[config.mk]
export PLATFORM = sky130hd
export DESIGN_NAME = morse_character_keyer_top
export DESIGN_NICKNAME = d
export VERILOG_FILES = /design/src/hw/rtl/mck_pkg.sv /design/src/hw/rtl/mck_datapath.sv /design/src/hw/rtl/mck_ctrl.sv /design/src/hw/rtl/morse_character_keyer_top.sv
export SDC_FILE = /design/constraint.sdc
export NUM_CORES = 1
export LEC_CHECK = 0
export ABC_AREA = 1
export CAP_MARGIN = 20
export CORE_MARGIN = 2
export CORE_UTILIZATION = 35
export CTS_BUF_LIST = sky130_fd_sc_hd__clkbuf_4
export CTS_CLUSTER_SIZE = 16
export DETAILED_ROUTE_END_ITERATION = 12
export DONT_BUFFER_PORTS = 1
export SYNTH_ARGS = -nofsm -noshare
export SYNTH_HDL_FRONTEND = slang
export SYNTH_SLANG_ARGS = --single-unit
[constraint.sdc]
create_clock -name clk -period 2.6 [get_ports clk]
set_clock_uncertainty 0.05 [all_clocks]
set_input_delay 0.39 -clock clk [delete_from_list [all_inputs] [get_ports clk]]
set_output_delay 0.39 -clock clk [all_outputs]
set_load 0.1 [all_outputs]
[src/hw/rtl/mck_pkg.sv]
// ----------------------------------------------------------------------------
// mck_pkg
// shared types, command and status groups and the code rom of the keyer
// ----------------------------------------------------------------------------
package mck_pkg;

  localparam int CharWidth  = 8;
  localparam int CountWidth = 3;
  localparam int PatWidth   = 8;

  // rom covers '(' .. 'Z'; lower-case letters fold onto the letter entries
  localparam logic [CharWidth-1:0] RomLow      = 8'd40;
  localparam logic [CharWidth-1:0] RomHigh     = 8'd90;
  localparam logic [CharWidth-1:0] LowerLow    = 8'd97;
  localparam logic [CharWidth-1:0] LowerHigh   = 8'd122;
  localparam logic [CharWidth-1:0] LowerOffset = 8'd72;   // 97 - 25
  localparam logic [PatWidth-1:0]  LongMask    = 8'hC0;
  localparam logic [CountWidth-1:0] LongCount  = 3'd6;

  typedef struct packed {
    logic [CharWidth-1:0] character;
    logic                 end_of_text;
  } char_word_t;

  typedef struct packed {
    logic lamp_on;
    logic done_res;
    logic last;
  } key_word_t;

  // controller to datapath
  typedef struct packed {
    logic load;
    logic shift;
    logic emit;
    logic lamp;
    logic done;
    logic last;
  } cmd_t;

  // datapath to controller
  typedef struct packed {
    logic slot_free;
    logic elem_zero;
    logic msb;
  } sts_t;

  typedef struct packed {
    logic [CountWidth-1:0] count;
    logic [PatWidth-1:0]   pattern;
  } code_t;

  // packed codes, 1 bit is a dash, 0 bit a dot
  function automatic logic [PatWidth-1:0] rom_byte(input logic [5:0] idx);
    logic [PatWidth-1:0] b;
    case (idx)
      6'd0:  b = 8'h96;  6'd1:  b = 8'hED;  6'd2:  b = 8'hDA;  6'd3:  b = 8'h8A;
      6'd4:  b = 8'hF3;  6'd5:  b = 8'hE1;  6'd6:  b = 8'hD5;  6'd7:  b = 8'h92;
      6'd8:  b = 8'h9F;  6'd9:  b = 8'h8F;  6'd10: b = 8'h87;  6'd11: b = 8'h83;
      6'd12: b = 8'h81;  6'd13: b = 8'h80;  6'd14: b = 8'h90;  6'd15: b = 8'h98;
      6'd16: b = 8'h9C;  6'd17: b = 8'h9E;  6'd18: b = 8'hF8;  6'd19: b = 8'hEA;
      6'd20: b = 8'h96;  6'd21: b = 8'h91;  6'd22: b = 8'hED;  6'd23: b = 8'hCC;
      6'd24: b = 8'hDA;
      6'd25: b = 8'h28;  6'd26: b = 8'h70;  6'd27: b = 8'h74;  6'd28: b = 8'h50;
      6'd29: b = 8'h00;  6'd30: b = 8'h64;  6'd31: b = 8'h58;  6'd32: b = 8'h60;
      6'd33: b = 8'h20;  6'd34: b = 8'h6E;  6'd35: b = 8'h54;  6'd36: b = 8'h68;
      6'd37: b = 8'h38;  6'd38: b = 8'h30;  6'd39: b = 8'h5C;  6'd40: b = 8'h6C;
      6'd41: b = 8'h7A;  6'd42: b = 8'h48;  6'd43: b = 8'h40;  6'd44: b = 8'h10;
      6'd45: b = 8'h44;  6'd46: b = 8'h62;  6'd47: b = 8'h4C;  6'd48: b = 8'h72;
      6'd49: b = 8'h76;  6'd50: b = 8'h78;
      default: b = '0;
    endcase
    return b;
  endfunction

  // element count and left-aligned element pattern; count 0 means word space
  function automatic code_t code_lookup(input logic [CharWidth-1:0] ch);
    code_t               c;
    logic [CharWidth-1:0] idx;
    logic [PatWidth-1:0]  raw;
    logic                 hit;
    hit = 1'b1;
    idx = '0;
    if (ch >= RomLow && ch <= RomHigh) begin
      idx = ch - RomLow;
    end else if (ch >= LowerLow && ch <= LowerHigh) begin
      idx = ch - LowerOffset;
    end else begin
      hit = 1'b0;
    end
    raw = rom_byte(idx[5:0]);
    if (!hit) begin
      c.count   = '0;
      c.pattern = '0;
    end else if ((raw & LongMask) == LongMask) begin
      c.count   = LongCount;
      c.pattern = {raw[5:0], 2'b00};
    end else begin
      c.count   = raw[7:5] + 3'd1;
      c.pattern = {raw[4:0], 3'b000};
    end
    return c;
  endfunction

endpackage

[src/hw/rtl/mck_datapath.sv]
// ----------------------------------------------------------------------------
// mck_datapath
// element shift register, element counter and the output word register
// ----------------------------------------------------------------------------
module mck_datapath (
  input  logic                              clk,
  input  logic                              rst,
  input  logic [mck_pkg::CharWidth-1:0]     character,
  input  mck_pkg::cmd_t                     cmd,
  output mck_pkg::sts_t                     sts,
  output logic                              key_valid,
  input  logic                              key_stall,
  output mck_pkg::key_word_t                key_word
);

  logic [mck_pkg::PatWidth-1:0]   symbol_shift;
  logic [mck_pkg::CountWidth-1:0] elements_left;
  mck_pkg::code_t                 code;

  assign code = mck_pkg::code_lookup(character);

  always_ff @(posedge clk) begin
    if (rst) begin
      symbol_shift  <= '0;
      elements_left <= '0;
      key_valid     <= 1'b0;
    end else begin
      if (cmd.load) begin
        symbol_shift  <= code.pattern;
        elements_left <= code.count;
      end else if (cmd.shift) begin
        symbol_shift  <= {symbol_shift[mck_pkg::PatWidth-2:0], 1'b0};
        elements_left <= elements_left - 3'd1;
      end
      if (cmd.emit) begin
        key_valid <= 1'b1;
      end else if (!key_stall) begin
        key_valid <= 1'b0;
      end
    end
  end

  // payload register, no reset needed
  always_ff @(posedge clk) begin
    if (cmd.emit) begin
      key_word.lamp_on  <= cmd.lamp;
      key_word.done_res <= cmd.done;
      key_word.last     <= cmd.last;
    end
  end

  assign sts.slot_free = !key_valid || !key_stall;
  assign sts.elem_zero = (elements_left == '0);
  assign sts.msb       = symbol_shift[mck_pkg::PatWidth-1];

endmodule

[src/hw/rtl/mck_ctrl.sv]
// ----------------------------------------------------------------------------
// mck_ctrl
// keying sequencer, one time unit per step while the output slot is free
// ----------------------------------------------------------------------------
module mck_ctrl (
  input  logic          clk,
  input  logic          rst,
  input  logic          char_valid,
  input  logic          end_of_text,
  output logic          busy,
  output mck_pkg::cmd_t cmd,
  input  mck_pkg::sts_t sts
);

  typedef enum logic [3:0] {
    S_IDLE,
    S_OPEN,
    S_SPACE_A,
    S_SPACE_B,
    S_SPACE_C,
    S_NEXTSYM,
    S_DOT,
    S_DASH_A,
    S_DASH_B,
    S_DASH_C,
    S_EOT
  } state_t;

  state_t state;
  state_t state_next;
  logic   accept;

  assign busy   = (state != S_IDLE);
  assign accept = char_valid && !busy;

  always_comb begin
    cmd        = '0;
    state_next = state;
    unique case (state)
      S_IDLE: begin
        if (accept) begin
          cmd.load   = !end_of_text;
          state_next = end_of_text ? S_EOT : S_OPEN;
        end
      end
      S_EOT: begin
        if (sts.slot_free) begin
          cmd.emit   = 1'b1;
          cmd.done   = 1'b1;
          cmd.last   = 1'b1;
          state_next = S_IDLE;
        end
      end
      S_OPEN: begin
        if (sts.slot_free) begin
          cmd.emit   = 1'b1;
          state_next = sts.elem_zero ? S_SPACE_A : S_NEXTSYM;
        end
      end
      S_SPACE_A: begin
        if (sts.slot_free) begin
          cmd.emit   = 1'b1;
          state_next = S_SPACE_B;
        end
      end
      S_SPACE_B: begin
        if (sts.slot_free) begin
          cmd.emit   = 1'b1;
          state_next = S_SPACE_C;
        end
      end
      S_SPACE_C: begin
        if (sts.slot_free) begin
          cmd.emit   = 1'b1;
          cmd.last   = 1'b1;
          state_next = S_IDLE;
        end
      end
      S_NEXTSYM: begin
        if (sts.slot_free) begin
          cmd.emit = 1'b1;
          if (sts.elem_zero) begin
            cmd.last   = 1'b1;
            state_next = S_IDLE;
          end else begin
            cmd.shift  = 1'b1;
            state_next = sts.msb ? S_DASH_A : S_DOT;
          end
        end
      end
      S_DASH_A: begin
        if (sts.slot_free) begin
          cmd.emit   = 1'b1;
          cmd.lamp   = 1'b1;
          state_next = S_DASH_B;
        end
      end
      S_DASH_B: begin
        if (sts.slot_free) begin
          cmd.emit   = 1'b1;
          cmd.lamp   = 1'b1;
          state_next = S_DASH_C;
        end
      end
      S_DOT, S_DASH_C: begin
        if (sts.slot_free) begin
          cmd.emit   = 1'b1;
          cmd.lamp   = 1'b1;
          state_next = S_NEXTSYM;
        end
      end
      default: state_next = S_IDLE;
    endcase
  end

  always_ff @(posedge clk) begin
    if (rst) begin
      state <= S_IDLE;
    end else begin
      state <= state_next;
    end
  end

endmodule

[src/hw/rtl/morse_character_keyer_top.sv]
// ----------------------------------------------------------------------------
// morse_character_keyer_top
// morse keyer: one ascii character in, one keying word per time unit out
// ----------------------------------------------------------------------------
// each accepted character word is answered by a run of key words, one per
// time unit, with last set on the final one. a character opens with one off
// unit; each element is one off unit then one on unit (dot) or three on units
// (dash); one off unit closes it. codes outside '(' .. 'Z' and 'a' .. 'z' give
// four off units as a word space, and an end-of-text word gives a single word
// with done_res and last set. letters are case-insensitive. the block takes
// one character at a time: the sequencer takes the word while idle and then
// emits one key word per step while the output slot is free, so the longest
// character (six dashes) gives 26 key words, a word space 4 and end of text 1.
// the next character is taken as soon as the last key word sits in the output
// register.
module morse_character_keyer_top (
  input  logic                 clk,
  input  logic                 rst,
  // character side
  input  logic                 char_valid,
  output logic                 char_stall,
  input  mck_pkg::char_word_t  char_word,
  // keying side
  output logic                 key_valid,
  input  logic                 key_stall,
  output mck_pkg::key_word_t   key_word
);

  mck_pkg::cmd_t cmd;   // sequencer commands
  mck_pkg::sts_t sts;   // datapath status

  // sequencer: holds off new characters while keying is in progress
  mck_ctrl u_ctrl (
    .clk         (clk),
    .rst         (rst),
    .char_valid  (char_valid),
    .end_of_text (char_word.end_of_text),
    .busy        (char_stall),
    .cmd         (cmd),
    .sts         (sts)
  );

  // rom lookup, element shifter and output register
  mck_datapath u_datapath (
    .clk       (clk),
    .rst       (rst),
    .character (char_word.character),
    .cmd       (cmd),
    .sts       (sts),
    .key_valid (key_valid),
    .key_stall (key_stall),
    .key_word  (key_word)
  );

endmodule

==> results.tsv, run 1 <==
metric	value	unit
p_switching	1.00	mW
worst_setup_path_start_kind	input port	
grt_pass1_wl	10.4	mm
arrival	2.61	ns
cts-root-buf	clkbuf_4	
gp_congestion	0.947	
clk_transition_reported_paths	0.11	ns
rows	29	
yosysWarnings	0	
die-area	0.00706	mm²
fin_crit	2.44	ns
antenna_found_initial	0	
grt_usage	0.174	
hp-class	input port to flip-flop	
grt_overflow_total	0	
drc	0	
nFillCells	643	
ir_drop	617	µV
via_count	2540	
wire_per_inst	12.5	µm
io_buffers	0	
die_w	84.0	µm
worstSkewPairLatency	0.30	ns
cts_hold_buffers	0	
synth.avg_cell_area	6.14	µm²
cp.required	2.76	ns
netlist_area	0.00224	mm²
drive_above_1_share	0.298	
path_class	input port to flip-flop	
worstSetupEndpointType	flip-flop	
ys.flop_type	dfxtp_1	
multi_input_area	0.00171	mm²
dp.cells	480	
area_growth	27.3	%
stdcell_count	490	
dpl_cell_area	0.00264	mm²
dpl_worst_slack	-0.103	ns
yosysSeqAreaShare	0.165	
async_reset_ff_frac	0	
yosysUniqueCellTypes	34	
sw_frac_of_total	0.558	
fin_nets	438	
intPower	0.794	mW
initial_utilization	0.357	
finalHoldViolations	0	
seqPwrFrac	0.324	
layout_setup_ws	0.157	ns
final.setup.tns	0	ns
maxSlewViolCount	0	
design_area	0.00285	mm²
cts_max_level	1	
clkPwrFrac	0.080	
core_area	0.00628	mm²
status	complete, no violations	
seqCellArea	370	µm²
clock_path_buffers	2	
fmax	409	MHz
ys_seq_elements	17	
drtIter0Drc	186	
p_comb_frac	0.596	
maxSlewHeadroom	0.412	
p_per_area	630	mW/mm²
final_common_cell	nand2_1	
die_h	84.0	µm
finalWirelength	6.11	mm
grt_max_degree	11	
vias_per_cell	5.18	
cts_sinks	17	
setup_viol_count_final	0	
tightest_slew	0.883	ns
cts_tree	yes	
cp_max_fo	5	
leakage	1.41	nW
first_pass_iters	5	
ios	18	
grt_pass1_vias	2339	
hold_slack	0.0849	ns
antenna_left	0	
syn_nets	389	
netlist_instances	365	
mostFrequentLayoutCells	nand2_1, buf_4, nand3_1	
diodes	0	
maxCapViolations	0	
synth_edf_count	3	
dpl.hpwl	4.84	mm
numCtsBuffers	3	
fin_crit_sh	0.940	
-- metal layers --
| metal | routed length, µm | vias to the layer above | global-route usage |
|---|---|---|---|
| met5 | 0 | - | 0 |
| met4 | 79 | 0 | 0.0308 |
| met3 | 380 | 9 | 0.0208 |
| met2 | 2840 | 92 | 0.282 |
| met1 | 2810 | 1163 | 0.249 |
| li1 | - | 1276 | - |
-- stage by stage --
step / util / power [mW]
after global routing: 0.454 / 1.94
after global placement: 0.420 / 1.59
after CTS: 0.425 / 1.74
after detailed placement: 0.420 / 1.60
after floorplan: - / 1.35
final: 0.454 / 1.80
-- power groups by stage --
stage               Clock, mW  Combinational, mW  Sequential (mW)
floorplan                   0              0.723            0.623
global placement            0               1.01            0.586
detailed placement          0               1.01            0.589
CTS                     0.149               1.01            0.582
global route            0.162               1.18            0.593
finish                  0.144               1.07            0.582
-- what timing repair did --
item	CTS	global route
gates resized for setup	0	29
setup buffers	0	6
endpoints found under the setup margin	0	1
-- sequential cells by signal, indices dropped and copies added (netlist names) --
signal and count:
u_datapath.symbol_shift 6, u_ctrl.state 4, u_datapath.elements_left 3, u_datapath.key_word 3, u_datapath.key_valid 1
-- critical path, cell delays in order --
cell,delay (ns)
ha_4,0.11
nand2_2,0.06
nor2_4,0.11
nand4_1,0.11
nand2_2,0.10
nand2_2,0.07
nand2_4,0.14
nand2_8,0.10
ha_4,0.29
nand3b_1,0.13
nand3_2,0.10
nand2_4,0.09
nor2_1,0.04
a21oi_1,0.16
ha_2,0.20
xor2_1,0.14
a21oi_1,0.08
o21bai_1,0.13
inv_1,0.05
-- cell type report --
class	instances	area share
multi-input combinational	280	0.600
timing repair buffer	52	0.143
sequential	17	0.130
inverter	60	0.0843
tap	77	0.0338
clock buffer	3	0.00790
clock inverter	1	0.00176
-- cell usage after synthesis, types with 3 or more instances --
cell / n / area (µm²)
a21oi_1: 12 / 60.1
nand2_2: 7 / 43.8
nand4_1: 4 / 25.0
o21ai_1: 3 / 15.0
nand2_1: 93 / 349
dfxtp_1: 14 / 280
nand2_4: 9 / 101
ha_1: 11 / 138
edfxtp_1: 3 / 90.1
o21ai_0: 27 / 135
nand3b_1: 4 / 30.0
buf_6: 5 / 56.3
nand3_1: 48 / 240
nor2_1: 30 / 113
inv_2: 13 / 48.8
nor2_4: 3 / 33.8
nand3_2: 4 / 40.0
inv_1: 46 / 173
nor2_2: 5 / 31.3
a31oi_1: 4 / 25.0
-- logic make-up (layout without fill, tap and decap cells) --
| kind of cell | Yosys count | count (layout) | share of synthesized area |
|---|---|---|---|
| buffers and inverters | 68 | 116 | 0.141 |
| AOI/OAI and AO/OA | 56 | 56 | 0.147 |
| xor gates and xnor gates | 2 | 2 | 0.00782 |
| adders and majority gates | 11 | 11 | 0.0615 |
| DFF | 17 | 17 | 0.165 |
| and+or+nand+nor | 211 | 211 | 0.477 |
-- path summary, 6_finish.rpt --
check                                end  depth (start not counted)  slack [ns]                  from
max          u_datapath.elements_left[2]                         19        0.16          char_word[4]
min                      u_ctrl.state[0]                          1        0.08                   rst
max reg2reg   u_datapath.symbol_shift[5]                         15        0.47       u_ctrl.state[1]
min reg2reg         u_datapath.key_valid                          2        0.44  u_datapath.key_valid
Power figures use the tool's default switching activity.
==> run 2: changes to the inputs <==
--- a/config.mk
+++ b/config.mk
@@ -8,7 +8,7 @@
 export ABC_AREA = 1
 export CAP_MARGIN = 20
 export CORE_MARGIN = 2
-export CORE_UTILIZATION = 35
+export CORE_UTILIZATION = 44
 export CTS_BUF_LIST = sky130_fd_sc_hd__clkbuf_4
 export CTS_CLUSTER_SIZE = 16
 export DETAILED_ROUTE_END_ITERATION = 12
==> run 2 against run 1 <==
Net effect:
- final cell count fell by 5.1%
- flip-flop and latch count unchanged
- final area decreased by 9.2%
- global-route usage rose by 4.5 points
- wire length decreased by 7.1%
- worst hold slack gained 0.0077 ns
- critical endpoint unchanged
==> results.tsv, run 2 (synthesis results as in run 1) <==
metric	value	unit	change
final_common_cell	nand2_1		unchanged
ios	18		unchanged
worstPathCellList	ha_1, nand2_2, nor2_2, nand4_1, nand2_2, nand2_2, nand2_4, nand2_8, ha_1, nand3b_1, nand3_2, nand2_4, nor2_1, a21oi_1, ha_1, xor2_1, a21oi_1, o21bai_1, inv_1		was ha_4, nand2_2, nor2_4, nand4_1, nand2_2, nand2_2, nand2_4, nand2_8, ha_4, nand3b_1, nand3_2, nand2_4, nor2_1, a21oi_1, ha_2, xor2_1, a21oi_1, o21bai_1, inv_1
cp.required	2.75	ns	was 2.76 ns
finalHoldViolations	0		unchanged
worstSkewPairLatency	0.30	ns	about the same
reg.largest.list	u_datapath.symbol_shift (6), u_ctrl.state (4)		unchanged
reg2reg_depth	15		unchanged
largest_reg_flops	6		unchanged
clock_path_buffers	2		unchanged
fin_nets	423		was 438
fin_crit_sh	0.910		was 0.940
cts_sinks	17		unchanged
gp_congestion	1.10		was 0.947
cts_max_level	1		unchanged
finalWirelength	5.68	mm	was 6.11 mm
drc	0		unchanged
r2r_start	u_ctrl.state[1]		unchanged
via_count	2397		was 2540
grt_overflow_total	0		unchanged
antenna_left	0		unchanged
vias_per_cell	5.15		was 5.18
dpl.hpwl	4.76	mm	was 4.84 mm
die_w	75.3	µm	was 84.0 µm
grt_pass1_wl	9.81	mm	was 10.4 mm
arrival	2.51	ns	was 2.61 ns
tightest_slew	0.888	ns	was 0.883 ns
die-area	0.00568	mm²	was 0.00706 mm²
wire_per_inst	12.2	µm	was 12.5 µm
setup_viol_count_final	0		unchanged
maxCapViolations	0		unchanged
hold_start	rst		unchanged
cp_max_fo	5		unchanged
path_class	input port to flip-flop		unchanged
power	1.72	mW	was 1.80 mW
maxSlewHeadroom	0.409		was 0.412
grt_max_degree	11		unchanged
grt_pass1_vias	2177		was 2339
numCtsBuffers	3		unchanged
core_area	0.00482	mm²	was 0.00628 mm²
die_h	75.3	µm	was 84.0 µm
max_stage_delay	0.32	ns	was 0.29 ns
area_growth	15.5	%	was 27.3%
holdPathStages	1		unchanged
hp-class	input port to flip-flop		unchanged
drive_above_1_share	0.244		was 0.298
fmax	423	MHz	was 409 MHz
grt_usage	0.218		was 0.174
diodes	0		unchanged
largest-register	u_datapath.symbol_shift		unchanged
cts_hold_buffers	0		unchanged
mostFrequentLayoutCells	nand2_1, nand3_1, inv_1		was nand2_1, buf_4, nand3_1
maxSlewViolCount	0		unchanged
ir_drop	480	µV	was 617 µV
p_per_area	665	mW/mm²	was 630 mW/mm²
cts_tree	yes		unchanged
first_pass_iters	4		was 5
fin_crit	2.36	ns	was 2.44 ns
worst_setup_path_start_kind	input port		unchanged
leakage	1.33	nW	was 1.41 nW
critical_path.slowest_cell	ha_1		was ha_4
rsz0062_at_grt	no		
status	complete, no violations		unchanged
cts-root-buf	clkbuf_4		unchanged
rows	25		was 29
final.setup.tns	0	ns	unchanged
drtIter0Drc	158		was 186
clk_transition_reported_paths	0.10	ns	was 0.11 ns
io_buffers	0		unchanged
initial_utilization	0.465		was 0.357
worstSetupEndpointType	flip-flop		unchanged
antenna_found_initial	0		unchanged
crit_path_start	char_word[4]		unchanged
run 2: cell types whose count changed in the layout (fill, tap and decap cells not counted), moves of 2 or more:
cell	previous run	this run
nand2_2	10	7
ha_4	6	0
inv_2	13	15
nand2_1	88	92
buf_4	50	36
ha_1	4	10
run 2: cell type report:
cell class,instances,area (µm²)
fillers,523,2230
multi-input cells,280,1590
flip-flops and latches,17,370
repair buffers,37,290
inverters,60,225
well taps,67,83.8
clock buffers,3,22.5
clock inverters,1,5.00
run 2: layer usage:
layer | global-route usage | vias to the layer above | wire (µm)
li1 | - | 1253 | -
met1 | 0.321 | 1063 | 2760
met2 | 0.336 | 73 | 2530
met3 | 0.0423 | 8 | 330
met4 | 0.0370 | 0 | 62
met5 | 0 | - | 0
run 2: path summary, 6_finish.rpt:
path,end,slack (ns)
setup / recovery,u_datapath.elements_left[2],0.24
hold / removal,u_ctrl.state[2],0.09
setup reg to reg,u_datapath.symbol_shift[4],0.50
hold reg to reg,u_datapath.key_valid,0.43
run 2: worst max-delay path, delay by kind of cell:
kind	cells	cell delay, ns
simple gates	11	1.01
compound gates	3	0.25
buf+inv	1	0.05
fa+ha+maj	3	0.67
xor+xnor	1	0.14
run 2: per-stage QoR:
stage / setup WS (ns) / instance area [µm²] / util / instances / hold WS, ns
5_1_grt: 0.00430 / 2590 / 0.537 / 465 / 0.0718
6_report: 0.235 / 2590 / 0.537 / 465 / 0.0926
4_1_cts: 0.221 / 2580 / 0.537 / 465 / 0.0812
3_3_place_gp: -0.0320 / 2560 / 0.531 / 461 / 0.410
2_1_floorplan: -0.105 / 2270 / - / 365 / 0.409
3_5_place_dp: -0.0974 / 2560 / 0.531 / 461 / 0.413
run 2: timing repair:
| item | CTS | global route |
|---|---|---|
| buffers inserted | 0 | 0 |
| resized for setup | 0 | 1 |
| endpoints found under the setup margin | 0 | 1 |
run 2: report_power, final:
part | switching, mW | total (mW) | internal, mW
registers | 0.223 | 0.584 | 0.361
logic | 0.659 | 0.994 | 0.335
clock network | 0.0866 | 0.144 | 0.0573
